**src/rtl/qsst_pkg.sv**
```systemverilog
// Shared types and constants for the quadtree square split test block.
`timescale 1ns / 1ps

package qsst_pkg;

    localparam logic [1:0] KIND_LEAF  = 2'd0;
    localparam logic [1:0] KIND_CHILD = 2'd1;
    localparam logic [1:0] KIND_EMPTY = 2'd2;

    localparam logic FUNC_WRITE = 1'b0;
    localparam logic FUNC_TEST  = 1'b1;

    localparam logic [1:0] CHILD_LAST = 2'd3;

    typedef struct packed {
        logic       load;
        logic       prep;
        logic       base_ld;
        logic       wr;
        logic       rd;
        logic       emit;
        logic [1:0] k;
    } t_cmd;

    typedef struct packed {
        logic is_write;
        logic empty;
        logic prep_done;
        logic scan_last;
        logic single;
        logic out_free;
    } t_sts;

endpackage

```
**src/rtl/qsst_ctrl.sv**
```systemverilog
// Controller state machine: sequences reduce, base, write or scan, and result emission.
`timescale 1ns / 1ps

module qsst_ctrl (
    input  logic           i_clk,
    input  logic           i_rst_n,
    input  logic           i_valid,
    output logic           o_stall,
    input  qsst_pkg::t_sts i_sts,
    output qsst_pkg::t_cmd o_cmd
);
    import qsst_pkg::*;

    typedef enum logic [2:0] {
        S_IDLE,
        S_PREP,
        S_BASE,
        S_WRITE,
        S_SCAN,
        S_DRAIN,
        S_EMIT
    } t_state;

    t_state     r_state, n_state;
    logic [1:0] r_k, n_k;
    logic       r_stall;

    always_comb begin
        n_state = r_state;
        n_k     = r_k;
        o_cmd   = '0;
        o_cmd.k = r_k;
        unique case (r_state)
            S_IDLE: begin
                if (i_valid) begin
                    o_cmd.load = 1'b1;
                    n_state    = S_PREP;
                end
            end
            S_PREP: begin
                o_cmd.prep = 1'b1;
                if (!i_sts.is_write && i_sts.empty) begin
                    n_k     = 2'd0;
                    n_state = S_EMIT;
                end else if (i_sts.prep_done) begin
                    n_state = S_BASE;
                end
            end
            S_BASE: begin
                o_cmd.base_ld = 1'b1;
                n_state       = i_sts.is_write ? S_WRITE : S_SCAN;
            end
            S_WRITE: begin
                o_cmd.wr = 1'b1;
                n_state  = S_IDLE;
            end
            S_SCAN: begin
                o_cmd.rd = 1'b1;
                if (i_sts.scan_last) begin
                    n_state = S_DRAIN;
                end
            end
            S_DRAIN: begin
                n_k     = 2'd0;
                n_state = S_EMIT;
            end
            S_EMIT: begin
                if (i_sts.out_free) begin
                    o_cmd.emit = 1'b1;
                    if (i_sts.single || r_k == CHILD_LAST) begin
                        n_state = S_IDLE;
                    end else begin
                        n_k = r_k + 2'd1;
                    end
                end
            end
            default: begin
                n_state = S_IDLE;
            end
        endcase
    end

    always_ff @(posedge i_clk) begin
        if (!i_rst_n) begin
            r_state <= S_IDLE;
            r_k     <= 2'd0;
            r_stall <= 1'b0;
        end else begin
            r_state <= n_state;
            r_k     <= n_k;
            r_stall <= (n_state != S_IDLE);
        end
    end

    assign o_stall = r_stall;

    a_accept_blocks: assert property (@(posedge i_clk) disable iff (!i_rst_n)
        (i_valid && !o_stall) |=> o_stall)
        else $error("request accepted without blocking the next one");

    a_emit_free: assert property (@(posedge i_clk) disable iff (!i_rst_n)
        o_cmd.emit |-> i_sts.out_free)
        else $error("result loaded over an untaken result");

    a_single_one: assert property (@(posedge i_clk) disable iff (!i_rst_n)
        (r_state == S_EMIT && i_sts.single) |-> (r_k == 2'd0))
        else $error("more than one result for a leaf or empty square");

    a_scan_drain: assert property (@(posedge i_clk) disable iff (!i_rst_n)
        (r_state == S_SCAN && i_sts.scan_last) |=> (r_state == S_DRAIN))
        else $error("scan did not end after its last read");

endmodule
```
**config.mk**
```make
export PLATFORM = sky130hd
export DESIGN_NAME = qsst_ctrl
export DESIGN_NICKNAME = d
export VERILOG_FILES = /design/src/rtl/qsst_pkg.sv /design/src/rtl/qsst_ctrl.sv
export SDC_FILE = /design/constraint.sdc
export NUM_CORES = 1
export LEC_CHECK = 0
export BUFFER_PORTS_ARGS = -buffer_cell sky130_fd_sc_hd__buf_2
export CAP_MARGIN = 10
export CORE_AREA = 2 2 39 41
export DETAILED_ROUTE_END_ITERATION = 8
export DIE_AREA = 0 0 41 43
export GPL_ROUTABILITY_DRIVEN = 0
export HOLD_SLACK_MARGIN = 0.02
export PLACE_DENSITY = 0.64
export SETUP_SLACK_MARGIN = 0.3
export SLEW_MARGIN = 20
export SYNTH_ARGS = -nofsm -noshare
export SYNTH_HDL_FRONTEND = slang
export SYNTH_SLANG_ARGS = --single-unit
```
**constraint.sdc**
```tcl
create_clock -name i_clk -period 2.65 [get_ports i_clk]
set_input_delay 0.53 -clock i_clk [delete_from_list [all_inputs] [get_ports i_clk]]
set_output_delay 0.53 -clock i_clk [all_outputs]
set_load 0.01 [all_outputs]
```
==> results.toml, run 1 <==
[finish]
stdcell_count = 83
layout_commonest_cell = "buf_2"
antenna-diode-count = 0
drive_above_1_share = 0.358
final_cell_mix = "17 x buf_2, 6 x nand2_1, 6 x dfxtp_1"
final_util = 0.370
layout.nets = 79
syn_to_final_growth_pct = 24.7

[placement]
dp_hpwl_um = 675
dp.cells = 80
port_buffers = 17
pre_cts_slack_ps = 1080

[run_status]
status = "completed"

[timing]
fin_crit_ps = 1810
max_freq_ghz = 0.552
rsz0062_at_grt = "false"
slew_headroom = 0.742
setup_tns_ps = 0
hold_viol_final = 0
setup_ws_ps = 840
report.final.slew_viol_count = 0
clock_skew_ps = 6.10
worst_slew_pin_slew_ps = 386
finalSetupViolations = 0
hold_slack_ps = 481
post-route-period-util = 0.683

[synthesis]
ys_types = 32
yosys_register_bits = 6
syn_area_per_cell_um2 = 8.21
syn_area_um2 = 410
syn-num-nets = 60
yosys_warnings = 0
ys_seq_area_frac = 0.293
syn_inst = 50

[worst_setup_path]
r2r-start = "r_state[1]"
startpoint_type = "flop"
slowest_stage = "dfxtp_1"
crit_chain = "nor2b_4 > and2b_2 > buf_2"
endpoint = "o_cmd[6]"
cp_max_fo = 11
slowest_delay_ps = 520
endpoint_kind = "output port"
r2r_cells = 4
crit_required_ps = 2120
cp.arrival_ps = 1280
critPathKind = "flop to output port"
crit_start = "r_state[0]"
r2r_setup_slack_ps = 1260
r2r_end = "r_k[1]"

[clock_network]
post_cts_buffers = 0
cts_resized = 0
root_buffer = "clkbuf_4"
path_clk_slew_ps = 50
htree_num_levels = 1
cts_buffers = 3
cts.sinks = 6
cts_tree = "done"
clk_path_buf_depth = 2
postCtsHoldBufs = 0
insertion_delay_ps = 250

[drt]
dr.pass1.iters = 4
drtAntennaViolNets = 0
drc = 0
vias_per_cell = 4.83
drtIter0Drc = 3
routed_wl_um = 871
via_count = 401
wl_per_cell_um = 10.5

[global_route]
grt_pass1_vias = 353
grt_overflow = 0
grt_max_degree = 14
antenna_found_initial = 0
track_usage = 0.126
grt_pass1_wl_um = 1410

[floorplanning]
coreArea_um2 = 1380
fp.dieW_um = 41
die_area_um2 = 1760
std_cell_rows = 14
die_y_um = 43
io_pins = 18
start_util = 0.297

[power]
power_leakage_nw = 0.248
max-vdd-ir-drop_mv = 0.215
power_density_nw_per_um2 = 499

[hold_path]
hp-start = "r_k[0]"
hp-class = "flop to flop"

[job]
maxCapViolations = 0
final cells by class:
type                       instances  area, um2
fill                             154        872
multi-input combinational         40        260
clock buffer                       3       22.5
tap                               16       20.0
timing repair buffer              17       85.1
sequential                         6        120
inverter                           1       3.75
cell families after synthesis:
logic type,count (synthesis),share of synthesized area
flops,6,0.293
compound gates,15,0.223
buf+inv,4,0.0731
fa+ha+maj,1,0.0305
mux,1,0.0274
simple gates,23,0.354
synth_stat cells:
master,instances,area [um2]
a21boi_1,1,7.51
a21o_1,1,7.51
a21oi_1,4,20.0
a31oi_1,1,6.26
and2_1,1,6.26
and2b_2,1,8.76
buf_2,1,5.00
buf_4,1,7.51
clkbuf_8,1,13.8
dfxtp_1,6,120
ha_1,1,12.5
inv_1,1,3.75
mux2_2,1,11.3
nand2_1,6,22.5
nand2b_1,1,6.26
nand3_1,1,5.00
nand3b_1,1,7.51
nand4_1,1,6.26
nand4b_1,1,8.76
nor2_1,2,7.51
nor2b_1,2,12.5
nor2b_4,1,13.8
nor3_1,1,5.00
nor3b_1,1,7.51
nor3b_2,1,12.5
nor4b_1,1,8.76
o21a_1,1,7.51
o21ai_0,4,20.0
o21ai_1,1,5.00
o2bb2ai_1,1,8.76
o41ai_1,1,8.76
or3_1,1,6.26
through the flow:
| step | cell area (um2) | power, mW |
|---|---|---|
| after CTS | 512 | 0.262 |
| after global routing | 512 | 0.273 |
| after detailed placement | 489 | 0.173 |
| after floorplan | 410 | 0.156 |
| final | 512 | 0.256 |
| after global placement | 489 | 0.173 |
how the worst min path moves through the flow:
stage                     cells after the start  endpoint  slack, ps
after global routing                          2    r_k[0]        520
after CTS                                     2    r_k[0]        490
after floorplan                               2    r_k[0]        500
after detailed placement                      2    r_k[0]        480
after global placement                        2    r_k[0]        480
final                                         2    r_k[0]        480
per-layer routing:
metal | track usage | wire (um) | up-vias
met3 | 0.0314 | 59 | 0
met4 | 0.120 | 0 | 0
met5 | 0 | 0 | -
met2 | 0.163 | 411 | 13
met1 | 0.158 | 400 | 174
li1 | - | - | 214
state kept, by name, indices dropped and copies added, names as in the netlist:
signal,count
o_stall,1
r_k,2
r_state,3
critical path, delay by kind of cell (launching register included):
family	cells	cell delay, ps
buffers and inverters	1	120
flip-flops	1	520
AND/OR/NAND/NOR	2	390
where the power goes:
group | total [mW] | switching (mW) | internal, mW
Clock | 0.0846 | 0.0334 | 0.0513
Sequential | 0.112 | 0.0149 | 0.0974
Combinational | 0.0586 | 0.0265 | 0.0321
Note: power is estimated with default switching activity, not from simulation.
==> run 2, diff against run 1 <==
--- a/config.mk
+++ b/config.mk
@@ -12,7 +12,7 @@
 export DIE_AREA = 0 0 41 43
 export GPL_ROUTABILITY_DRIVEN = 0
 export HOLD_SLACK_MARGIN = 0.02
-export PLACE_DENSITY = 0.64
+export PLACE_DENSITY = 0.66
 export SETUP_SLACK_MARGIN = 0.3
 export SLEW_MARGIN = 20
 export SYNTH_ARGS = -nofsm -noshare
==> constraint.sdc (replaced) <==
create_clock -name i_clk -period 1.6 [get_ports i_clk]
set_input_delay 0.32 -clock i_clk [delete_from_list [all_inputs] [get_ports i_clk]]
set_output_delay 0.32 -clock i_clk [all_outputs]
set_load 0.01 [all_outputs]
==> results.toml, run 2 (synthesized netlist as in run 1, its figures left out) <==
[finish]
regMostFlops = "r_state"
antenna-diode-count = 0
stdcell_count = 92
final_util = 0.451
stdcell_area_um2 = 624
drive_above_1_share = 0.553
largest_reg_flops = 3
final_cell_mix = "16 x buf_2, 8 x buf_4, 6 x nand2_1"
syn_to_final_growth_pct = 52.1
layout_commonest_cell = "buf_2"
layout.nets = 88

[worst_setup_path]
slowest_stage = "dfxtp_4"
cp.arrival_ps = 1070
crit_chain = "nor2b_4 > and2b_2 > buf_6"
cp_max_fo = 8
r2r-start = "r_state[0]"
slowest_delay_ps = 380
path_delay_family = "flip-flops"
r2r_end = "r_k[0]"
crit_required_ps = 1280
startpoint_type = "flop"
critPathKind = "flop to output port"
crit_start = "r_state[0]"
r2r_setup_slack_ps = 280
endpoint_kind = "output port"
crit_cells = 3
r2r_cells = 5
crit_buf_inv = 1

[clock_network]
cts_tree = "done"
postCtsHoldBufs = 0
root_buffer = "clkbuf_4"
clk_path_buf_depth = 2
cts.sinks = 6
htree_num_levels = 1
cts_buffers = 3
path_clk_slew_ps = 50
insertion_delay_ps = 250

[job]
maxCapViolations = 0

[floorplanning]
die_y_um = 43
start_util = 0.297
coreArea_um2 = 1380
std_cell_rows = 14
die_area_um2 = 1760
fp.dieW_um = 41
io_pins = 18

[timing]
hold_slack_ps = 339
hold_viol_final = 0
post-route-period-util = 0.868
report.final.slew_viol_count = 0
rsz0062_at_grt = "true"
setup_ws_ps = 211
setup_tns_ps = 0
clock_skew_ps = 8.87
finalSetupViolations = 0
slew_headroom = 0.764
fin_crit_ps = 1390
max_freq_ghz = 0.720
worst_slew_pin_slew_ps = 350

[drt]
drtIter0Drc = 16
vias_per_cell = 5.17
wl_per_cell_um = 12.4
dr.pass1.iters = 4
drc = 0
via_count = 476
routed_wl_um = 1140
drtAntennaViolNets = 0

[power]
power_leakage_nw = 0.299
report.power.total_mw = 0.482
power_frac_comb = 0.310
power.internal_mw = 0.334
max-vdd-ir-drop_mv = 0.255
p_sw_mw = 0.147
clockPowerShare = 0.303
power_density_nw_per_um2 = 772
p_sw_frac = 0.306
seqPwrFrac = 0.387

[hold_path]
hold_path_depth = 4
hp-start = "i_sts[3]"
hp-class = "input port to flop"
hold_end = "r_state[0]"

[placement]
pre_cts_slack_ps = 210
placed_area_um2 = 489
dp_hpwl_um = 681
dp.cells = 80
port_buffers = 17

[run_status]
status = "completed"

[global_route]
grt_overflow = 0
grt_pass1_vias = 409
track_usage = 0.140
grt_pass1_wl_um = 1670
antenna_found_initial = 0
grt_max_degree = 10
run 2: area by class of cell:
| cell class | instances | area, um2 |
|---|---|---|
| clock buffers | 3 | 22.5 |
| well taps | 16 | 20.0 |
| fillers | 143 | 759 |
| repair buffers | 26 | 156 |
| inverters | 1 | 3.75 |
| multi-input cells | 40 | 289 |
| flip-flops and latches | 6 | 133 |
run 2: layer usage:
metal / wire [um] / track usage / up-vias / part of all wire
met5: 0 / 0 / - / 0
met4: 36 / 0.100 / 0 / 0.032
met3: 80 / 0.0157 / 6 / 0.070
met2: 566 / 0.216 / 27 / 0.50
met1: 460 / 0.168 / 207 / 0.40
li1: - / - / 236 / -
run 2: worst register-to-register path, delay by kind of cell (launching register included):
| family | cells | cell delay, ps |
|---|---|---|
| and+or+nand+nor | 4 | 670 |
| DFF | 1 | 380 |
| buffers and inverters | 1 | 160 |
run 2: power groups by stage:
stage               Sequential [mW]  Clock (mW)  Combinational, mW
floorplan                     0.171           0             0.0874
global placement              0.188           0             0.0986
detailed placement            0.189           0             0.0972
CTS                           0.185       0.152              0.137
global route                  0.188       0.158              0.165
finish                        0.186       0.146              0.149
run 2: timing repair:
item,CTS,global route
gates resized for setup,9,7
buffers inserted,8,1
pin swaps,3,0
endpoints found under the setup margin,8,11
run 2: how the worst max path moves through the flow:
stage          slack (ps)          to
2_1_floorplan         320    o_cmd[7]
3_3_place_gp          270      r_k[1]
3_5_place_dp          210      r_k[1]
4_1_cts               200    o_cmd[7]
5_1_grt               150  r_state[1]
6_report              210    o_cmd[6]
